`src/hw/rtl/zobrist_board_hash_macros.svh`:
```
// Assertion macros used by the Zobrist hash datapath.
`ifndef ZOBRIST_BOARD_HASH_MACROS_SVH
`define ZOBRIST_BOARD_HASH_MACROS_SVH

// Implication checked on every rising clock edge outside reset.
`define ZBH_ASSERT_IMPL(lbl, ante, cons, msg) \
    lbl: assert property (@(posedge i_clk) disable iff (!i_rst_n) (ante) |-> (cons)) \
        else $error(msg);

// Condition that must never hold outside reset.
`define ZBH_ASSERT_NEVER(lbl, cond, msg) \
    lbl: assert property (@(posedge i_clk) disable iff (!i_rst_n) !(cond)) \
        else $error(msg);

`endif

```
`src/hw/rtl/zbh_pkg.sv`:
```
// Shared constants, codes and control types of the Zobrist hash block.
package zbh_pkg;

    localparam int KEY_W       = 64;
    localparam int SQUARES     = 64;
    localparam int SQ_W        = 6;
    localparam int PIECE_W     = 4;
    localparam int PIECE_KINDS = 12;
    localparam int CASTLE_CNT  = 16;
    localparam int CASTLE_W    = 4;
    localparam int EP_BASE     = PIECE_KINDS * SQUARES;
    localparam int SIDE_ADDR   = EP_BASE + SQUARES;
    localparam int CASTLE_BASE = SIDE_ADDR + 1;
    localparam int TABLE_DEPTH = CASTLE_BASE + CASTLE_CNT;
    localparam int ADDR_W      = 10;

    typedef enum logic [1:0] {
        OP_WRITE  = 2'd0,
        OP_FOLD   = 2'd1,
        OP_FINISH = 2'd2,
        OP_NONE   = 2'd3
    } t_op;

    typedef enum logic [2:0] {
        ST_IDLE,
        ST_FOLD,
        ST_SIDE,
        ST_EP,
        ST_CASTLE,
        ST_EMIT
    } t_state;

    typedef enum logic [2:0] {
        RD_NONE,
        RD_SQUARE,
        RD_SIDE,
        RD_EP,
        RD_CASTLE
    } t_rd_src;

    typedef struct packed {
        logic    wr_en;
        logic    load_fold;
        logic    load_fin;
        t_rd_src rd_src;
        logic    emit;
    } t_dp_cmd;

    typedef struct packed {
        logic bits_nz;
    } t_dp_stat;

endpackage

```
`src/hw/rtl/zbh_ctrl.sv`:
```
// Controller state machine sequencing key writes, folds and finish reads.
module zbh_ctrl (
    input  logic             i_clk,
    input  logic             i_rst_n,
    input  logic             i_start,
    input  logic [1:0]       i_operation,
    input  zbh_pkg::t_dp_stat i_stat,
    output logic             o_busy,
    output zbh_pkg::t_dp_cmd o_cmd
);
    import zbh_pkg::*;

    t_state r_state;
    t_state n_state;
    t_op    op;

    assign op     = t_op'(i_operation);
    assign o_busy = (r_state != ST_IDLE);

    always_ff @(posedge i_clk) begin
        if (!i_rst_n) begin
            r_state <= ST_IDLE;
        end else begin
            r_state <= n_state;
        end
    end

    always_comb begin
        n_state = r_state;
        o_cmd   = '{wr_en: 1'b0, load_fold: 1'b0, load_fin: 1'b0,
                    rd_src: RD_NONE, emit: 1'b0};
        unique case (r_state)
            ST_IDLE: begin
                if (i_start) begin
                    unique case (op)
                        OP_WRITE: begin
                            o_cmd.wr_en = 1'b1;
                        end
                        OP_FOLD: begin
                            o_cmd.load_fold = 1'b1;
                            n_state         = ST_FOLD;
                        end
                        OP_FINISH: begin
                            o_cmd.load_fin = 1'b1;
                            n_state        = ST_SIDE;
                        end
                        OP_NONE: begin
                            n_state = ST_IDLE;
                        end
                        default: begin
                            n_state = ST_IDLE;
                        end
                    endcase
                end
            end
            ST_FOLD: begin
                if (i_stat.bits_nz) begin
                    o_cmd.rd_src = RD_SQUARE;
                end else begin
                    n_state = ST_IDLE;
                end
            end
            ST_SIDE: begin
                o_cmd.rd_src = RD_SIDE;
                n_state      = ST_EP;
            end
            ST_EP: begin
                o_cmd.rd_src = RD_EP;
                n_state      = ST_CASTLE;
            end
            ST_CASTLE: begin
                o_cmd.rd_src = RD_CASTLE;
                n_state      = ST_EMIT;
            end
            ST_EMIT: begin
                o_cmd.emit = 1'b1;
                n_state    = ST_IDLE;
            end
            default: begin
                n_state = ST_IDLE;
            end
        endcase
    end

endmodule

```
`config.mk`:
```
export PLATFORM = sky130hd
export DESIGN_NAME = zbh_ctrl
export DESIGN_NICKNAME = d
export VERILOG_FILES = /design/src/hw/rtl/zobrist_board_hash_macros.svh /design/src/hw/rtl/zbh_pkg.sv /design/src/hw/rtl/zbh_ctrl.sv
export SDC_FILE = /design/constraint.sdc
export NUM_CORES = 1
export LEC_CHECK = 0
export ABC_AREA = 1
export BUFFER_PORTS_ARGS = -buffer_cell sky130_fd_sc_hd__buf_4
export CORE_AREA = 2 2 39 41
export DETAILED_ROUTE_END_ITERATION = 8
export DIE_AREA = 0 0 41 43
export SYNTH_ARGS = -nofsm -noshare
export SYNTH_HDL_FRONTEND = slang
export SYNTH_SLANG_ARGS = --single-unit
```
`constraint.sdc`:
```
create_clock -name i_clk -period 2.15 [get_ports i_clk]
set_input_delay 0.3225 -clock i_clk [delete_from_list [all_inputs] [get_ports i_clk]]
set_output_delay 0.3225 -clock i_clk [all_outputs]
set_load 0.02 [all_outputs]
```
==> flow_summary.ini, run 1 <==
[worst_setup_path]
start_kind = flip-flop
r2r-start = r_state[1]
worst_ep_required_time_ns = 1.83
r2r-end = r_state[1]
endpoint_kind = output port
worstPathArrival_ns = 1.18
worstPathMaxFanout = 5
reg2regPathDepth = 5
criticalPathCategory = reg2out
ff2ff_setup_slack_ns = 1.10

[worst_hold_path]
worstHoldStart = i_rst_n
hold_class = in2reg
hold-path-endpoint = r_state[0]
hold_depth = 3

[clock_tree]
post_cts_resized = 0
path_clk_slew_ns = 0.04
cts_hold_buf = 0
tritoncts = yes
root_buffer = clkbuf_4
clock_sinks = 3
postCtsSetupBuffers = 0
clockBufferDepth = 2
cts_buffers = 3
worst_skew_pair.late_latency_ns = 0.23
htreeDepth = 1

[drt]
antenna_left = 0
via_count = 312
totalWireLength_um = 628
vias_per_cell = 3.949
dr.first_iter.drc_count = 0
routedWlPerCell_um = 7.949
drc = 0
drtPass1Iterations = 1

[global_route]
gr-usage-met1_pct = 8.254
grt_pass1_vias = 291
grt_max_degree = 6
met3_usage_pct = 1.571
track_usage_pct = 9.100
grt_pass1_wl_um = 1055
antenna_found_initial = 0
top_usage_layer = met2
grt_overflow_total = 0
met2_usage_pct = 14.69

[finish]
fill_cells = 157
antenna_cells = 0
largest_register_ffs = 3
nNetsFinal = 75
multi_input_area_um2 = 219.0
regArea_um2 = 60.06
syn_to_final_growth_pct = 46.00
reg_top3 = r_state: 3 flops
regMostFlops = r_state
drive_gt1_share_pct = 39.68

[pwr]
ir_drop_uv = 272.8
p_per_area_mw_per_mm2 = 549.6
total_leakage_power_nw = 0.2449

[synthesis]
syn-num-nets = 57
synth_top_cell_by_area = ha_1
synth.top_cell.area_share_pct = 20.00
synth.area.top_cells = ha_1, dfxtp_1, nand2_1
synth.distinct_cells = 15
syn_avg_cell_area_um2 = 6.800
yosysSeqAreaShare_pct = 19.20
ys_ff_latch = 3
syn_area_um2 = 312.8
synth_warnings = 0
synthCells = 46

[timing]
finalHoldViolations = 0
slew_headroom_pct = 84.31
clock_skew_ns = 0.0009460
rsz0062_at_grt = false
timing.fmax_mhz = 667.5
period_share_pct = 69.68
slew_viol_final = 0
fin_ws_ns = 0.6518
min_period_ns = 1.498
worstMarginPinSlew_ns = 0.2336
fin_tns_setup_ns = 0
setup_violations = 0

[place]
place_hpwl_um = 529.8
port-buffer-count = 13
post-place-ws_ns = 0.8219
place.gp.congestion = 0.7046

[floorplanning]
design.portCount = 14
die_h_um = 43
die-area_mm2 = 0.001763
dieWidth_um = 41
start_util_pct = 22.60
core_mm2 = 0.001384
fp-row-count = 14

[flow_run]
max_cap_violations = 0

[outcome]
status = finished, final reports clean
-- cells in the mapped netlist --
library cell,instances
nor2_2,4
a21oi_2,1
a21oi_1,1
nand2_4,1
nor3_1,1
ha_1,5
o211ai_1,1
nor2_1,6
inv_1,8
nor2_4,1
nand3_1,2
inv_2,1
dfxtp_1,3
nor3b_2,1
nand2_1,10
-- layout by cell type (no fill, tap or decap), types with 2 or more instances in the layout --
cell type,synthesis,layout
inv_1,8,8
ha_1,5,5
nand3_1,2,2
buf_4,0,13
nor2_1,6,6
nor2_2,4,4
nand2_1,10,10
dfxtp_1,3,3
clkbuf_4,0,3
-- per-layer routing --
metal	vias to the layer above	wire length [um]	part of all wire, %
li1	171	-	-
met1	138	224	36
met2	3	394	63
met3	0	8	1.3
met4	0	0	0
met5	-	0	0
-- layout make-up --
type                            instances  area share [%]
Multi-Input combinational cell         34           47.95
Sequential cell                         3           13.15
Clock buffer                            4           5.753
Timing Repair Buffer                   13           21.37
Inverter                                9           7.397
Tap cell                               16           4.384
-- where the power goes --
part           internal (W)  switching, W  leakage, nW   total, W
combinational     0.0000381     0.0000514        0.206  0.0000895
sequential        0.0000599    0.00000469       0.0244  0.0000646
clock             0.0000694     0.0000275       0.0150  0.0000970
total              0.000167     0.0000836        0.245   0.000251
-- how the worst max path moves through the flow --
stage | from | endpoint | slack, ns | depth (start not counted)
after floorplan | r_state[2] | o_cmd[0] | 0.90 | 2
after global placement | i_operation[0] | r_state[1] | 0.83 | 8
after detailed placement | i_operation[0] | o_cmd[4] | 0.82 | 6
after CTS | r_state[2] | o_cmd[1] | 0.64 | 6
after global routing | r_state[2] | o_cmd[1] | 0.57 | 6
final | r_state[2] | o_cmd[1] | 0.65 | 6
-- logic make-up after synthesis --
group	after synthesis	synth area share, %
compound gates	3	6.800
fa+ha+maj	5	20.00
buf+inv	9	10.80
flops	3	19.20
simple gates	26	43.20
-- metrics by stage --
step	hold slack, ns	area [um^2]	power (W)	instances	utilization, %
6_report	0.3641	456.7	0.0002510	79	33.00
5_1_grt	0.3722	456.7	0.0002710	79	33.00
4_1_cts	0.3576	456.7	0.0002595	79	33.00
3_5_place_dp	0.5343	430.4	0.0001554	75	31.10
3_3_place_gp	0.5220	430.4	0.0001552	75	31.10
2_1_floorplan	0.4921	312.8	0.0001242	46	-
-- worst max-delay path, stage by stage (launching register included) --
cell and delay (ns):
dfxtp_1 0.34, inv_2 0.12, nand2_1 0.07, nor2_2 0.13
inv_1 0.08, nand2_1 0.06, buf_4 0.13
No activity file was read; power rests on OpenSTA's default activity.
==> run 2, diff against run 1 <==
==> constraint.sdc (replaced) <==
create_clock -name i_clk -period 1.5 [get_ports i_clk]
set_input_delay 0.225 -clock i_clk [delete_from_list [all_inputs] [get_ports i_clk]]
set_output_delay 0.225 -clock i_clk [all_outputs]
set_load 0.02 [all_outputs]
==> run 2 against run 1 <==
Non-clock buffer count increased by 1. Register-to-register slack got worse by 0.65 ns. Total power increased by 45%. Design area increased by 1.6%. Clock skew increased by 0.0012 ns. Die area unchanged. Largest power group unchanged. Highest routed layer unchanged.
==> flow_summary.ini, run 2 (synthesized netlist as in run 1, its figures left out) <==
[finish]
final_cell_mix = buf_4, nand2_1, inv_1, nor2_1, ha_1
fin_area_um2 = 464.2
final_common_cell = buf_4
drive_gt1_share_pct = 42.19
fill_cells = 159
regMostFlops = r_state
antenna_cells = 0
regArea_um2 = 60.06
reg_top3 = r_state: 3 flops
multi_input_area_um2 = 219.0
largest_register_ffs = 3
nNetsFinal = 76
finish.utilization_pct = 33.54
syn_to_final_growth_pct = 48.40

[timing]
setup_violations = 0
min_period_ns = 1.365
fin_tns_setup_ns = 0
clock_skew_ns = 0.002176
slew_headroom_pct = 86.14
timing.fmax_mhz = 732.5
finalHoldViolations = 0
worstMarginPinSlew_ns = 0.2069
rsz0062_at_grt = false
period_share_pct = 91.01
slew_viol_final = 0
whs_ns = 0.2650

[floorplanning]
die-area_mm2 = 0.001763
core_mm2 = 0.001384
fp-row-count = 14
start_util_pct = 22.60
dieWidth_um = 41
design.portCount = 14
die_h_um = 43

[worst_setup_path]
start_kind = flip-flop
criticalPathCategory = reg2out
worst_ep_required_time_ns = 1.27
worstPathArrival_ns = 1.14
endpoint_kind = output port
worstPathMaxFanout = 4

[outcome]
status = finished, final reports clean

[place]
place.gp.congestion = 0.7385
placed_cell_area_um2 = 430.4
place_hpwl_um = 559.7
port-buffer-count = 13

[clock_tree]
cts_buffers = 3
clockBufferDepth = 2
tritoncts = yes
clock_sinks = 3
root_buffer = clkbuf_4
worst_skew_pair.late_latency_ns = 0.23
htreeDepth = 1
path_clk_slew_ns = 0.04

[pwr]
total_leakage_power_nw = 0.2493
p_per_area_mw_per_mm2 = 781.4
ir_drop_uv = 533.8
power.total_w = 0.0003627

[drt]
drtPass1Iterations = 3
routedWlPerCell_um = 8.213
drc = 0
antenna_left = 0
via_count = 312
vias_per_cell = 3.900
dr.first_iter.drc_count = 7
totalWireLength_um = 657

[global_route]
grt_overflow_total = 0
grt_pass1_vias = 273
grt_max_degree = 6
antenna_found_initial = 0
track_usage_pct = 8.900
grt_pass1_wl_um = 1041

[flow_run]
max_cap_violations = 0

[worst_hold_path]
hold_class = in2reg
-- run 2: changes by cell type in the layout (fill, tap and decap cells not counted) --
| cell | previous run | this run |
|---|---|---|
| buf_4 | 13 | 14 |
| inv_2 | 1 | 2 |
| inv_1 | 8 | 7 |
-- run 2: where the power goes --
group	internal [W]	switching [W]	total, W
Combinational	0.0000552	0.0000735	0.000129
Clock	0.0000997	0.0000419	0.000142
Sequential	0.0000858	0.00000669	0.0000925
-- run 2: final timing paths --
path / from / endpoint / slack [ns] / cells after the start
worst max register to register: r_state[1] / r_state[1] / 0.45 / 5
worst min register to register: r_state[0] / r_state[2] / 0.53 / 2
worst min-delay path: i_rst_n / r_state[0] / 0.27 / 3
worst max-delay path: r_state[2] / o_cmd[1] / 0.13 / 6
-- run 2: area by class of cell --
type / count / area share [%]
clock buffers: 4 / 5.660
repair buffers: 14 / 22.64
inverters: 9 / 7.278
multi-input cells: 34 / 47.17
flip-flops and latches: 3 / 12.94
well taps: 16 / 4.313
-- run 2: per-stage QoR --
step                      cells  setup WS [ns]
after floorplan              46         0.3447
after global placement       75         0.3065
after detailed placement     75         0.2768
after CTS                    79        0.07390
after global routing         80        0.02182
final                        80         0.1349
-- run 2: routing by layer --
metal | wire length [um] | track usage [%] | up-vias
li1 | - | - | 174
met4 | 0 | 4.000 | 0
met5 | 0 | 0 | -
met3 | 22 | 6.283 | 0
met2 | 345 | 12.19 | 3
met1 | 288 | 10.16 | 135
-- run 2: timing repair --
action	in CTS	in global routing
hold endpoints to repair	0	0
hold buffers	0	0
setup buffers	0	1
resized for setup	0	1
setup endpoints to repair	0	1
-- run 2: critical path, cell delays in order, from the launching register on --
cell and delay [ns]:
dfxtp_1 0.34, inv_2 0.09, nand2_1 0.06, nor2_2 0.15, inv_1 0.08, nand2_1 0.06, buf_4 0.13
==> run 3, diff against run 2 <==
--- a/config.mk
+++ b/config.mk
@@ -10,6 +10,7 @@
 export CORE_AREA = 2 2 39 41
 export DETAILED_ROUTE_END_ITERATION = 8
 export DIE_AREA = 0 0 41 43
+export PLACE_DENSITY = 0.48
 export SYNTH_ARGS = -nofsm -noshare
 export SYNTH_HDL_FRONTEND = slang
 export SYNTH_SLANG_ARGS = --single-unit
==> run 3 against run 2 <==
Cell count up 1.3%. Combinational power about the same. Maximum frequency down 1.7%. Clock power about the same. Die area unchanged. Largest power group unchanged. Critical path type unchanged.
==> flow_summary.ini, run 3 (synthesized netlist as in run 1, its figures left out) <==
[outcome]
status = finished, final reports clean

[timing]
fin_tns_setup_ns = 0
worstMarginPinSlew_ns = 0.1944
clock_skew_ns = 0.002451
setup_violations = 0
rsz0062_at_grt = false
timing.fmax_mhz = 720.3
whs_ns = 0.2608
slew_viol_final = 0
min_period_ns = 1.388
period_share_pct = 92.56
slew_headroom_pct = 86.94
finalHoldViolations = 0

[global_route]
met3_usage_pct = 6.283
gr-usage-met1_pct = 10.19
met2_usage_pct = 11.56
top_usage_layer = met2
grt_pass1_wl_um = 1021
track_usage_pct = 9.009
antenna_found_initial = 0
grt_pass1_vias = 262
grt_overflow_total = 0
grt_max_degree = 6

[floorplanning]
core_mm2 = 0.001384
die_h_um = 43
dieWidth_um = 41
design.portCount = 14
start_util_pct = 22.60
die-area_mm2 = 0.001763
fp-row-count = 14

[worst_setup_path]
criticalPathCategory = reg2out
worst_ep_required_time_ns = 1.27
worst_path_largest_cell_delay_ns = 0.33
cpMaxStageDelayCell = dfxtp_1
start_kind = flip-flop
worstPathArrival_ns = 1.16
crit_chain = inv_1 > nand2_1 > nor2_2 > inv_1 > nand2_1 > buf_4
endpoint_kind = output port
worstPathMaxFanout = 4

[finish]
drive_gt1_share_pct = 41.54
final_common_cell = buf_4
antenna_cells = 0
final_cell_mix = buf_4, nand2_1, inv_1, nor2_1, ha_1
syn_to_final_growth_pct = 50.80
regMostFlops = r_state
largest_register_ffs = 3
reg_top3 = r_state: 3 flops
nNetsFinal = 77

[place]
place.gp.congestion = 0.6890
place_hpwl_um = 511
port-buffer-count = 13

[clock_tree]
htreeDepth = 1
root_buffer = clkbuf_4
cts_hold_buf = 0
clock_sinks = 3
tritoncts = yes
path_clk_slew_ns = 0.04
worst_skew_pair.late_latency_ns = 0.23
clockBufferDepth = 2
cts_buffers = 3

[drt]
drc = 0
routedWlPerCell_um = 8.358
via_count = 333
totalWireLength_um = 677
antenna_left = 0
vias_per_cell = 4.111
dr.first_iter.drc_count = 3
drtPass1Iterations = 3

[pwr]
total_leakage_power_nw = 0.2533
p_per_area_mw_per_mm2 = 773.1
ir_drop_uv = 421.5

[worst_hold_path]
hold_class = in2reg

[flow_run]
max_cap_violations = 0
## run 3: cell type report
cell class                      count  area (um^2)
Fill cell                         146        912.1
Multi-Input combinational cell     34        219.0
Timing Repair Buffer               15        112.6
Sequential cell                     3        60.06
Inverter                            9        33.78
Clock buffer                        4        26.28
Tap cell                           16        20.02
## run 3: what timing repair did
item	in CTS	in global routing
setup buffers	0	2
endpoints found under the setup margin	0	1
resized for setup	0	0
## run 3: layer usage
| metal | wire length (um) | share of wire, % |
|---|---|---|
| met1 | 281 | 42 |
| met2 | 350 | 52 |
| met3 | 36 | 5.3 |
| met4 | 8 | 1.2 |
| met5 | 0 | 0 |
## run 3: power breakdown
group	switching, W	total, W	internal, W
combinational	0.0000736	0.000129	0.0000556
clock	0.0000431	0.000143	0.0000998
sequential	0.00000683	0.0000926	0.0000858
## run 3: per-stage QoR
| stage | total power [W] | setup WS, ns | std cells | area, um^2 | utilization (%) |
|---|---|---|---|---|---|
| finish | 0.0003647 | 0.1116 | 81 | 471.7 | 34.09 |
| global route | 0.0003933 | 0.02934 | 81 | 471.7 | 34.09 |
| CTS | 0.0003732 | 0.07281 | 79 | 456.7 | 33.00 |
| detailed placement | 0.0002228 | 0.2937 | 75 | 430.4 | 31.10 |
| global placement | 0.0002235 | 0.2988 | 75 | 430.4 | 31.10 |
| floorplan | 0.0001781 | 0.3447 | 46 | 312.8 | - |
## run 3: final timing paths
path                            startpoint         end  slack [ns]  depth (start not counted)
worst max register to register  r_state[2]  r_state[0]        0.44                          7
worst max-delay path            r_state[1]    o_cmd[1]        0.11                          6
worst min register to register  r_state[0]  r_state[2]        0.54                          2
worst min-delay path               i_rst_n  r_state[0]        0.26                          3
## run 3: critical path, delay by kind of cell, from the launching register on
family / cells / cell delay [ns]
flip-flops: 1 / 0.33
buffers and inverters: 3 / 0.33
AND/OR/NAND/NOR: 3 / 0.26
